**src/lbpu_pkg.sv**
```systemverilog
// package for the lsb-first bit packer / unpacker
// holds item codes, field widths and the controller/datapath command and status types
// no dependencies
package lbpu_pkg;

    localparam int DEF_CAPACITY_BYTES = 4096;
    localparam int MAX_BITS           = 32;

    localparam int KIND_W  = 2;
    localparam int COUNT_W = 6;
    localparam int VALUE_W = 32;

    localparam logic [KIND_W-1:0] KIND_APPEND = 2'd0;
    localparam logic [KIND_W-1:0] KIND_READ   = 2'd1;
    localparam logic [KIND_W-1:0] KIND_CLEAR  = 2'd2;

    typedef struct packed {
        logic       load;
        logic       wr_en;
        logic       rd_en;
        logic       upd;
        logic       load_out;
        logic [2:0] slot;
    } cmd_t;

    typedef struct packed {
        logic       do_write;
        logic       do_read;
        logic [2:0] nbytes;
    } status_t;

endpackage

```
**src/lbpu_ctrl.sv**
```systemverilog
// controller state machine: item handshake, byte loop sequencing, result handoff
// depends on lbpu_pkg for cmd_t and status_t
module lbpu_ctrl import lbpu_pkg::*;
(
    input  logic    clk,
    input  logic    rst_n,
    input  logic    in_valid,
    output logic    in_ready,
    output logic    out_valid,
    input  logic    out_ready,
    input  status_t status,
    output cmd_t    cmd
);

    localparam logic [1:0] S_IDLE = 2'd0;
    localparam logic [1:0] S_RUN  = 2'd1;
    localparam logic [1:0] S_UPD  = 2'd2;
    localparam logic [1:0] S_DONE = 2'd3;

    logic [1:0] state_reg, state_next;
    logic [2:0] cnt_reg, cnt_next;
    logic       out_valid_reg, out_valid_next;
    logic       last;

    assign last = (cnt_reg == (status.nbytes - 3'd1));

    always_comb
    begin
        state_next = state_reg;
        cnt_next   = cnt_reg;
        cmd        = '0;
        cmd.slot   = cnt_reg;
        in_ready   = 1'b0;
        case (state_reg)
            S_IDLE:
            begin
                in_ready = 1'b1;
                if (in_valid)
                begin
                    cmd.load   = 1'b1;
                    cnt_next   = 3'd0;
                    state_next = S_RUN;
                end
            end
            S_RUN:
            begin
                if (status.do_write || status.do_read)
                begin
                    cmd.wr_en = status.do_write;
                    cmd.rd_en = status.do_read;
                    if (last)
                    begin
                        state_next = S_UPD;
                    end
                    else
                    begin
                        cnt_next = cnt_reg + 3'd1;
                    end
                end
                else
                begin
                    state_next = S_UPD;
                end
            end
            S_UPD:
            begin
                cmd.upd    = 1'b1;
                state_next = S_DONE;
            end
            S_DONE:
            begin
                if (!out_valid_reg || out_ready)
                begin
                    cmd.load_out = 1'b1;
                    state_next   = S_IDLE;
                end
            end
            default:
            begin
                state_next = S_IDLE;
            end
        endcase
    end

    always_comb
    begin
        if (cmd.load_out)
        begin
            out_valid_next = 1'b1;
        end
        else if (out_ready)
        begin
            out_valid_next = 1'b0;
        end
        else
        begin
            out_valid_next = out_valid_reg;
        end
    end

    always_ff @(posedge clk or negedge rst_n)
    begin
        if (!rst_n)
        begin
            state_reg     <= S_IDLE;
            cnt_reg       <= 3'd0;
            out_valid_reg <= 1'b0;
        end
        else
        begin
            state_reg     <= state_next;
            cnt_reg       <= cnt_next;
            out_valid_reg <= out_valid_next;
        end
    end

    assign out_valid = out_valid_reg;

`ifndef SYNTHESIS
    a_no_rd_wr: assert property (@(posedge clk) disable iff (!rst_n)
        !(cmd.wr_en && cmd.rd_en))
        else $error("read and write issued together");

    a_slot_range: assert property (@(posedge clk) disable iff (!rst_n)
        (cmd.wr_en || cmd.rd_en) |-> (cmd.slot < status.nbytes))
        else $error("byte slot beyond span");

    a_no_overwrite: assert property (@(posedge clk) disable iff (!rst_n)
        cmd.load_out |-> (!out_valid_reg || out_ready))
        else $error("result overwritten before taken");
`endif

endmodule

```
**config.mk**
```make
export PLATFORM = sky130hd
export DESIGN_NAME = lbpu_ctrl
export DESIGN_NICKNAME = d
export VERILOG_FILES = /design/src/lbpu_pkg.sv /design/src/lbpu_ctrl.sv
export SDC_FILE = /design/constraint.sdc
export NUM_CORES = 1
export LEC_CHECK = 0
export BUFFER_PORTS_ARGS = -buffer_cell sky130_fd_sc_hd__buf_2
export CAP_MARGIN = 15
export CORE_AREA = 5 5 42 44
export CTS_BUF_LIST = sky130_fd_sc_hd__clkbuf_8
export CTS_CLUSTER_DIAMETER = 60
export DETAILED_ROUTE_END_ITERATION = 6
export DIE_AREA = 0 0 47 49
export PLACE_DENSITY = 0.66
export SETUP_SLACK_MARGIN = 0.4
export SLEW_MARGIN = 40
export SYNTH_ARGS = -nofsm -noshare
export SYNTH_HDL_FRONTEND = slang
export SYNTH_SLANG_ARGS = --single-unit
```
**constraint.sdc**
```tcl
create_clock -name clk -period 2.2 [get_ports clk]
set_input_delay 0.11 -clock clk [delete_from_list [all_inputs] [get_ports clk]]
set_output_delay 0.11 -clock clk [all_outputs]
set_load 0.005 [all_outputs]
```
==> qor.csv, run 1 <==
stage,metric,value,unit
route,drt via density,4.71,
route,1st-iter DRT viols,4,
floorplan,Ports,19,
route,met2 wire len,459,um
logic_synthesis,synthesis-stage register bit count,6,
finish,fraction of layout cells with a size suffix above 1,32.9,%
timing,post-layout min period,1670,ps
timing,setup violators final,0,
pwr,"Power, Total",0.800,mW
hold_path,Hold/Removal Path Class,input pin to flip-flop,
setup_path,crit path max fanout,7,
logic_synthesis,post-synthesis net count,69,
floorplan,core area,1400,sq um
global_routing,antenna violations before repair,0,
global_routing,Global Route Usage Sum,8.84,%
route,final WL,966,um
floorplan,Core Rows,14,
logic_synthesis,cell area after synthesis,512,sq um
global_routing,number of global-route vias before repair,351,
finish,Multi-input gate area,330,sq um
setup_path,Critical Path AT,1780,ps
logic_synthesis,synth warn,0,
timing,Final Hold Fails,0,
timing,Slew HR,77.6,%
timing,worst slew pin tran,335,ps
finish,Inserted Diodes,0,
setup_path,R2R setup slack,530,ps
clocking,clk sink count,6,
finish,post-layout util,47.1,%
finish,Nets,91,
finish,"leading cell type in the layout, fill and taps excluded",buf_2,
logic_synthesis,Syn Inst Count,53,
route,DR vias,419,
finish,register area,150,sq um
logic_synthesis,syn avg cell area,9.66,sq um
route,Top Metal Used,met3,
finish,max reg flops,3,
floorplan,die area,2300,sq um
global_routing,"Remaining Overflow, GRT",0,
hold_path,hold path cells,3,
timing,Clock Skew,2.23,ps
route,DRC Markers,0,
route,drt wl/cell,10.9,um
route,Final ANT Viol Nets,0,
clocking,Clock Path Buffers,2,
clocking,CTS tree,done,
finish,"commonest non-fill, non-tap cells in the layout","buf_2, ha_1, dfrtp_1",
hold_path,HP Start,out_ready,
placement,Final HPWL DP,794,um
placement,gpl congestion,0.740,
setup_path,Critical Path Source Type,flip-flop,
global_routing,largest net degree at the start of global routing,12,
floorplan,Initial Utilization,36.5,%
clocking,number of CTS-inserted buffers,3,
flow_run,max_cap viols,0,
clocking,"Clk pin slew, worst setup/hold paths",40,ps
timing,final setup TNS,0,ps
route,M1 WL,453,um
setup_path,Crit-path slowest cell,dfrtp_1,
setup_path,Worst R2R Start,cnt_reg[2],
global_routing,first-pass GRT wire length,1540,um
pwr,maximum VDD drop,0.647,mV
clocking,Clock Root Buffer,clkbuf_8,
setup_path,Reg2Reg Depth,4,
floorplan,die height,49,um
setup_path,CP Capture Type,flip-flop,
run_status,status,"finished, final reports clean",
setup_path,required time of the critical path,2300,ps
setup_path,worst path cell trace,"xnor3_1, a31oi_4, a21oi_2, mux2_4",
pwr,Leak,0.353,nW
route,metal3 WL,53,um
clocking,setup bufs post-CTS,0,
clocking,CTS Hold Bufs,1,
floorplan,width of the die,47,um
timing,Peak Freq,598,MHz
logic_synthesis,sequential share of the synthesized area,29.3,%
clocking,post-CTS sizing,0,
timing,fin crit share,76.0,%
setup_path,critical path class,flip-flop to flip-flop,
finish,Filler Cell Count,151,
placement,I/O Buffers,18,
route,drt pass-1 iters,4,
setup_path,Crit path largest cell delay,420,ps
timing,Final Max Slew Viols,0,
finish,Area Growth Syn to Fin,29.1,%
hold_path,Hold Path End,out_valid,
logic_synthesis,Synth cell types,26,
pwr,pwr/cell area,1210,nW/um^2
setup_path,R2R Path End,state_reg[1],
clocking,Worst-Skew Late Latency,220,ps
clocking,CTS H-tree lvls,1,
timing,RSZ-0062 raised after global routing,false,
synth_stat cells (all sizes together):
master | instances | area share, %
nand2 | 5 | 3.7
mux2 | 1 | 2.9
nand2b | 2 | 2.4
xor2 | 2 | 3.4
nand3 | 1 | 0.98
o211ai | 2 | 2.9
and3 | 1 | 1.2
nor3b | 1 | 1.5
nor2 | 2 | 1.5
o21ai | 3 | 2.9
a21oi | 2 | 2.7
o21a | 1 | 1.5
inv | 5 | 3.7
ha | 7 | 17
nand4 | 1 | 1.2
mux2i | 1 | 2.0
dfrtp | 6 | 29
and2 | 4 | 4.9
xnor3 | 1 | 4.4
buf | 2 | 2.4
a31oi | 1 | 4.2
nand4b | 1 | 1.7
nand3b | 1 | 1.5
kinds of logic after synthesis:
kind of cell | share of synthesized area, %
AND/OR/NAND/NOR | 20.5
AO/OA/AOI/OAI | 14.2
buffers and inverters | 6.11
adder cells (fa/ha/maj) | 17.1
flip-flops | 29.3
XOR/XNOR | 7.82
multiplexers | 4.89
metal layers:
layer | vias up | GRT usage, %
li1 | 223 | -
met1 | 187 | 12.5
met2 | 9 | 12.7
met3 | 0 | 2.58
met4 | 0 | 2.76
met5 | - | 0
through the flow:
stage | worst slack (ps) | std cells | hold slack, ps | area [sq um]
6_report | 528 | 89 | 182 | 661
2_1_floorplan | 618 | 53 | -186 | 512
3_3_place_gp | 563 | 85 | -53.6 | 609
3_5_place_dp | 535 | 85 | -51.7 | 609
5_1_grt | 450 | 89 | 216 | 661
4_1_cts | 529 | 89 | 188 | 661
cell type report:
cell class | count | share of cell area [%]
Clock buffer | 3 | 6.25
Inverter | 5 | 2.84
Multi-Input combinational cell | 40 | 50.0
Sequential cell | 6 | 22.7
Tap cell | 16 | 3.03
Timing Repair Buffer | 19 | 15.2
how the worst max path moves through the flow:
stage | startpoint | end | slack, ps
global placement | status[0] | state_reg[1] | 560
finish | cnt_reg[2] | state_reg[1] | 530
detailed placement | status[0] | state_reg[1] | 530
global route | state_reg[0] | state_reg[1] | 450
CTS | cnt_reg[2] | state_reg[1] | 530
floorplan | cnt_reg[2] | state_reg[1] | 620
power breakdown:
group | switching [mW] | internal (mW)
Combinational | 0.212 | 0.211
Sequential | 0.0497 | 0.159
Clock | 0.0504 | 0.118
Total | 0.312 | 0.487
critical path, delay by kind of cell (launching register included):
kind	cells	cell delay, ps
flip-flops	1	420
AO/OA/AOI/OAI	2	420
XOR/XNOR	1	400
multiplexers	1	310
(Power assumes the default switching activity.)
==> run 2: changes to the inputs <==
--- a/config.mk
+++ b/config.mk
@@ -5,14 +5,15 @@
 export SDC_FILE = /design/constraint.sdc
 export NUM_CORES = 1
 export LEC_CHECK = 0
+export ABC_AREA = 1
 export BUFFER_PORTS_ARGS = -buffer_cell sky130_fd_sc_hd__buf_2
 export CAP_MARGIN = 15
-export CORE_AREA = 5 5 42 44
+export CORE_MARGIN = 5
+export CORE_UTILIZATION = 40
 export CTS_BUF_LIST = sky130_fd_sc_hd__clkbuf_8
 export CTS_CLUSTER_DIAMETER = 60
 export DETAILED_ROUTE_END_ITERATION = 6
-export DIE_AREA = 0 0 47 49
-export PLACE_DENSITY = 0.66
+export PLACE_DENSITY = 0.67
 export SETUP_SLACK_MARGIN = 0.4
 export SLEW_MARGIN = 40
 export SYNTH_ARGS = -nofsm -noshare
==> constraint.sdc (replaced) <==
create_clock -name clk -period 1.6 [get_ports clk]
set_input_delay 0.08 -clock clk [delete_from_list [all_inputs] [get_ports clk]]
set_output_delay 0.08 -clock clk [all_outputs]
set_load 0.005 [all_outputs]
==> qor.csv, run 2 <==
stage,metric,value,unit,change
pwr,Logic pwr share,64.4,%,was 52.9%
finish,Filler Cell Count,123,,was 151
finish,cell area after layout,828,sq um,was 661 sq um
hold_path,Hold/Removal Path Class,input pin to flip-flop,,unchanged
hold_path,hold path cells,4,,was 3
clocking,CTS tree,done,,unchanged
global_routing,antenna violations before repair,0,,unchanged
logic_synthesis,Syn Inst Count,82,,was 53
logic_synthesis,cell area after synthesis,557,sq um,was 512 sq um
setup_path,R2R setup slack,290,ps,was 530 ps
setup_path,"CP delay by family, top",buffers and inverters,,was flip-flops
finish,non-filler instance count after layout,125,,was 89
pwr,Leak,0.487,nW,was 0.353 nW
hold_path,HP Start,out_ready,,unchanged
setup_path,required time of the critical path,1520,ps,was 2300 ps
global_routing,"Remaining Overflow, GRT",0,,unchanged
finish,max reg flops,3,,unchanged
logic_synthesis,most frequent cell after synthesis,nand2_1,,was ha_1
timing,post-layout min period,1340,ps,
timing,Slew HR,87.1,%,was 77.6%
placement,gpl congestion,0.740,,about the same
global_routing,number of global-route vias before repair,554,,was 351
logic_synthesis,largest area contributor in the netlist,dfrtp_1,,unchanged
setup_path,critical path class,flip-flop to output pin,,was flip-flop to flip-flop
logic_synthesis,number of synthesized flops with an enable pin,0,,unchanged
timing,Final Hold Fails,0,,unchanged
floorplan,die area,2240,sq um,was 2300 sq um
global_routing,first-pass GRT wire length,2060,um,was 1540 um
setup_path,worst path cell trace,"inv_2, ha_4, buf_4, buf_6, nand2_2, inv_2, buf_2",,"was xnor3_1, a31oi_4, a21oi_2, mux2_4"
route,DRC Markers,0,,unchanged
timing,Peak Freq,746,MHz,
finish,Area Growth Syn to Fin,48.8,%,was 29.1%
logic_synthesis,post-synthesis net count,98,,was 69
floorplan,Initial Utilization,42.8,%,was 36.5%
flow_run,max_cap viols,0,,unchanged
route,drt via density,4.73,,was 4.71
global_routing,largest net degree at the start of global routing,7,,was 12
timing,final setup TNS,0,ps,unchanged
floorplan,Core Rows,13,,was 14
finish,"commonest non-fill, non-tap cells in the layout","nand2_1, buf_2, inv_1",,"was buf_2, ha_1, dfrtp_1"
setup_path,Crit-path slowest cell,dfrtp_2,,was dfrtp_1
global_routing,Global Route Usage Sum,12.9,%,was 8.84%
hold_path,Hold Path End,out_valid,,unchanged
route,drt wl/cell,10.2,um,was 10.9 um
pwr,share of power burned in registers,20.0,%,was 26.0%
finish,post-layout util,63.7,%,was 47.1%
pwr,switching power,0.596,mW,was 0.312 mW
floorplan,width of the die,47.3,um,was 47 um
timing,Clock Skew,1.63,ps,was 2.23 ps
route,drt pass-1 iters,4,,unchanged
clocking,clk sink count,6,,unchanged
clocking,Clock Root Buffer,clkbuf_8,,unchanged
placement,Placed Cells,114,,was 85
setup_path,Worst R2R Start,state_reg[1],,was cnt_reg[2]
route,DR vias,591,,was 419
logic_synthesis,synthesis-stage register bit count,6,,unchanged
logic_synthesis,syn avg cell area,6.79,sq um,was 9.66 sq um
setup_path,Crit path largest cell delay,400,ps,was 420 ps
finish,fraction of layout cells with a size suffix above 1,49.1,%,was 32.9%
floorplan,die height,47.3,um,was 49 um
setup_path,sum of buffers and inverters on the critical path,5,,was 0
timing,setup violators final,0,,unchanged
timing,worst slew pin tran,193,ps,was 335 ps
clocking,Worst-Skew Late Latency,220,ps,about the same
logic_synthesis,Synth area leaders,"dfrtp_1, nand2_1, ha_1",,"was dfrtp_1, ha_1, and2_1"
clocking,"Clk pin slew, worst setup/hold paths",40,ps,about the same
setup_path,CP Capture Type,output pin,,was flip-flop
route,1st-iter DRT viols,6,,was 4
setup_path,Critical Path AT,1260,ps,was 1780 ps
placement,Placed Area,673,sq um,was 609 sq um
pwr,P_int,0.837,mW,was 0.487 mW
logic_synthesis,sequential share of the synthesized area,27.0,%,was 29.3%
finish,Inserted Diodes,0,,unchanged
finish,Nets,128,,was 91
timing,fin crit share,83.8,%,
clocking,number of CTS-inserted buffers,3,,unchanged
pwr,pwr/cell area,1730,nW/um^2,was 1210 nW/um^2
setup_path,R2R Path End,state_reg[1],,unchanged
route,Final ANT Viol Nets,0,,unchanged
pwr,Clk pwr share,15.5,%,was 21.0%
clocking,CTS H-tree lvls,1,,unchanged
logic_synthesis,dominant synthesized flop cell,dfrtp_1,,unchanged
setup_path,Critical Path Source Type,flip-flop,,unchanged
pwr,switching portion of total power,41.6,%,was 39.1%
logic_synthesis,commonest cells in the netlist,"nand2_1, inv_1, ha_1",,"was ha_1, dfrtp_1, inv_1, nand2_1, and2_1"
logic_synthesis,"Async S/R FF share, synth",100,%,unchanged
route,final WL,1270,um,was 966 um
run_status,status,"finished, final reports clean",,unchanged
logic_synthesis,synth warn,0,,unchanged
timing,Final Max Slew Viols,0,,unchanged
floorplan,Ports,19,,unchanged
timing,RSZ-0062 raised after global routing,true,,was false
placement,Final HPWL DP,940,um,was 794 um
setup_path,Reg2Reg Depth,8,,was 4
placement,I/O Buffers,18,,unchanged
logic_synthesis,Yosys top cell area share,27.0,%,was 29.3%
clocking,Clock Path Buffers,2,,unchanged
floorplan,core area,1300,sq um,was 1400 sq um
logic_synthesis,Synth cell types,19,,was 26
finish,"leading cell type in the layout, fill and taps excluded",nand2_1,,was buf_2
pwr,maximum VDD drop,0.813,mV,was 0.647 mV
setup_path,crit path max fanout,3,,was 7
setup_path,most frequent cell on the critical path,inv_2,,
[run 2: cell types whose count changed in the layout (fill, tap and decap cells not counted), moves of 3 or more]
cell / delta
and2_1: -4
nand2_2: +5
buf_4: +6
nand3_1: +4
buf_6: +3
ha_1: -4
inv_2: +8
inv_1: +7
nand2_1: +18
[run 2: worst min-delay path: cells and delay by family]
family	cells	cell delay, ps
AND/OR/NAND/NOR	2	130
buffers and inverters	2	120
[run 2: power by group through the flow]
stage / combinational [mW] / clock (mW) / sequential (mW)
after global routing: 1.05 / 0.239 / 0.296
after detailed placement: 0.677 / 0 / 0.291
final: 0.923 / 0.222 / 0.287
after global placement: 0.672 / 0 / 0.286
after floorplan: 0.511 / 0 / 0.280
after CTS: 0.823 / 0.231 / 0.288
[run 2: worst max path at each step]
stage	start	end	cells past startpoint
after global routing	state_reg[1]	state_reg[0]	8
after detailed placement	state_reg[1]	cnt_reg[2]	9
after CTS	state_reg[0]	cmd[3]	5
after global placement	state_reg[1]	cnt_reg[2]	9
after floorplan	state_reg[1]	cnt_reg[0]	9
final	state_reg[0]	cmd[7]	7
[run 2: per-layer routing]
layer | up-vias | global-route usage (%) | wire length [um]
met5 | - | 0 | 0
met4 | 0 | 1.66 | 0
met3 | 0 | 4.60 | 74
met2 | 14 | 23.3 | 706
met1 | 273 | 14.9 | 488
li1 | 304 | - | -
[run 2: timing repair]
item                                    CTS  global route
endpoints found under the hold margin     6             0
pin swaps                                 1             1
hold buffers                              1             0
setup buffers                             6             1
endpoints found under the setup margin    7            10
gates resized for setup                   4            12
[run 2: logic make-up after synthesis]
group | count (synthesis) | synth area share (%)
XOR/XNOR | 1 | 1.57
adder cells (fa/ha/maj) | 7 | 15.7
AND/OR/NAND/NOR | 44 | 37.5
flip-flops | 6 | 27.0
buffers and inverters | 21 | 14.8
AO/OA/AOI/OAI | 3 | 3.37
[run 2: layout make-up]
type / count / area [sq um] / area share, %
Tap cell: 15 / 18.8 / 2.27
Inverter: 20 / 75.1 / 9.06
Sequential cell: 6 / 151 / 18.3
Multi-Input combinational cell: 55 / 373 / 45.0
Clock buffer: 3 / 41.3 / 4.98
Timing Repair Buffer: 26 / 169 / 20.4
[run 2: per-stage QoR]
stage	setup WS, ps	power, mW	hold slack, ps
floorplan	305	0.791	-216
global placement	241	0.958	-89.6
detailed placement	201	0.968	-88.5
CTS	278	1.34	138
global route	191	1.59	173
finish	259	1.43	154
==> run 3: changes to the inputs <==
==> constraint.sdc (replaced) <==
create_clock -name clk -period 1.29 [get_ports clk]
set_input_delay 0.0645 -clock clk [delete_from_list [all_inputs] [get_ports clk]]
set_output_delay 0.0645 -clock clk [all_outputs]
set_load 0.005 [all_outputs]
==> qor.csv, run 3 (synthesis gave the netlist of run 2 again) <==
stage,metric,value,unit,change
timing,final worst slack,-27.0,ps,was 259 ps
route,drt wl/cell,9.68,um,was 10.2 um
timing,Final Max Slew Viols,0,,unchanged
global_routing,antenna violations before repair,0,,unchanged
global_routing,Global Route Usage Sum,11.8,%,was 12.9%
finish,post-layout util,66.3,%,was 63.7%
setup_path,required time of the critical path,1400,ps,was 1520 ps
global_routing,first-pass GRT wire length,1770,um,was 2060 um
timing,post-layout min period,1320,ps,
setup_path,CP Capture Type,flip-flop,,was output pin
pwr,Leak,0.498,nW,was 0.487 nW
run_status,failing checks,setup timing,,
placement,gpl congestion,0.754,,was 0.740
global_routing,number of global-route vias before repair,463,,was 554
clocking,clk sink count,6,,unchanged
clocking,CTS H-tree lvls,1,,unchanged
global_routing,largest net degree at the start of global routing,7,,unchanged
clocking,Worst-Skew Late Latency,220,ps,about the same
finish,fraction of layout cells with a size suffix above 1,46.8,%,was 49.1%
timing,worst slew pin tran,191,ps,was 193 ps
timing,fin crit share,102,%,
route,Final ANT Viol Nets,0,,unchanged
route,1st-iter DRT viols,4,,was 6
run_status,status,"complete, but fails checks",,"was finished, final reports clean"
finish,cell area after layout,862,sq um,was 828 sq um
timing,Clock Skew,5.14,ps,was 1.63 ps
placement,Placed Cells,118,,was 114
clocking,number of CTS-inserted buffers,3,,unchanged
route,drt pass-1 iters,4,,unchanged
route,DRC Markers,0,,unchanged
setup_path,critical path class,flip-flop to flip-flop,,was flip-flop to output pin
finish,Inserted Diodes,0,,unchanged
finish,Area Growth Syn to Fin,54.8,%,was 48.8%
placement,Final HPWL DP,972,um,was 940 um
clocking,"Clk pin slew, worst setup/hold paths",40,ps,about the same
finish,max reg flops,3,,unchanged
hold_path,Hold/Removal Path Class,input pin to flip-flop,,unchanged
route,final WL,1220,um,was 1270 um
pwr,pwr/cell area,2160,nW/um^2,was 1730 nW/um^2
placement,I/O Buffers,18,,unchanged
finish,non-filler instance count after layout,126,,was 125
timing,RSZ-0062 raised after global routing,true,,unchanged
global_routing,"Remaining Overflow, GRT",0,,unchanged
floorplan,core area,1300,sq um,unchanged
clocking,Clock Path Buffers,2,,unchanged
floorplan,width of the die,47.3,um,unchanged
finish,"commonest non-fill, non-tap cells in the layout","nand2_1, buf_2, inv_1",,unchanged
timing,Final Hold Fails,0,,unchanged
finish,Nets,129,,was 128
route,drt via density,4.55,,was 4.73
finish,"leading cell type in the layout, fill and taps excluded",nand2_1,,unchanged
floorplan,Initial Utilization,42.8,%,unchanged
setup_path,Critical Path AT,1430,ps,was 1260 ps
floorplan,Core Rows,13,,unchanged
floorplan,die height,47.3,um,unchanged
pwr,maximum VDD drop,1.39,mV,was 0.813 mV
route,DR vias,573,,was 591
clocking,CTS tree,done,,unchanged
flow_run,max_cap viols,0,,unchanged
floorplan,Ports,19,,unchanged
timing,Slew HR,87.2,%,was 87.1%
timing,setup violators final,4,,was 0
timing,Peak Freq,759,MHz,
setup_path,crit path max fanout,5,,was 3
floorplan,die area,2240,sq um,unchanged
placement,Placed Area,703,sq um,was 673 sq um
setup_path,Critical Path Source Type,flip-flop,,unchanged
clocking,Clock Root Buffer,clkbuf_8,,unchanged
==> run 3: cell types whose count changed in the layout (fill, tap and decap cells not counted), moves of 2 or more <==
cell,previous run,this run
ha_4,2,4
ha_2,2,0
nand2_1,23,27
buf_4,6,4
buf_6,3,6
nand2_2,5,1
==> run 3: layer usage <==
| layer | routed length [um] | vias up | global-route usage (%) |
|---|---|---|---|
| met3 | 79 | 2 | 2.30 |
| li1 | - | 305 | - |
| met5 | 0 | - | 0 |
| met1 | 467 | 252 | 10.8 |
| met2 | 650 | 14 | 22.5 |
| met4 | 21 | 0 | 8.29 |
==> run 3: final timing paths <==
path                                   start           end  slack (ps)  cells after the start
worst max-delay path            state_reg[1]  state_reg[0]         -30                      8
worst min-delay path               out_ready     out_valid         150                      4
max in group asynchronous              rst_n    cnt_reg[0]         940                      2
worst max register to register  state_reg[1]  state_reg[0]         -30                      8
min in group asynchronous              rst_n     out_valid         190                      2
worst min register to register    cnt_reg[0]    cnt_reg[0]         550                      2
==> run 3: where the power goes <==
group          leakage [nW]  internal, mW  switching, mW
sequential           0.0753         0.273         0.0928
combinational         0.401         0.627          0.595
clock                0.0216         0.200         0.0746
total                 0.498          1.10          0.763
==> run 3: through the flow <==
step           power [mW]  hold slack, ps  setup slack, ps  setup TNS [ps]
2_1_floorplan       0.982            -231            -5.41           -15.5
5_1_grt              2.04             172             -121            -578
6_report             1.86             147            -27.0           -57.8
3_3_place_gp         1.28            -104             5.56               0
4_1_cts              1.81             139            -42.2            -187
3_5_place_dp         1.29            -104            -37.3            -135
==> run 3: worst max-delay path, stage by stage (launching register included) <==
cell and delay, ps:
dfrtp_1 400, inv_2 120, ha_4 150, inv_2 40, or2_4 250, o21ai_2 70
inv_2 50, nand3_1 80, nand2_1 50
==> run 3: layout make-up <==
type                    instances  area, sq um
multi-input cells              55          387
flip-flops and latches          6          153
inverters                      20         75.1
well taps                      15         18.8
fillers                       112          439
clock buffers                   3         41.3
repair buffers                 27          188
==> run 3: repair_timing <==
item,CTS,global route
endpoints found under the hold margin,6,0
hold buffers,1,0
endpoints found under the setup margin,12,13
pin swaps,4,3
resized for setup,14,4
setup buffers,3,1
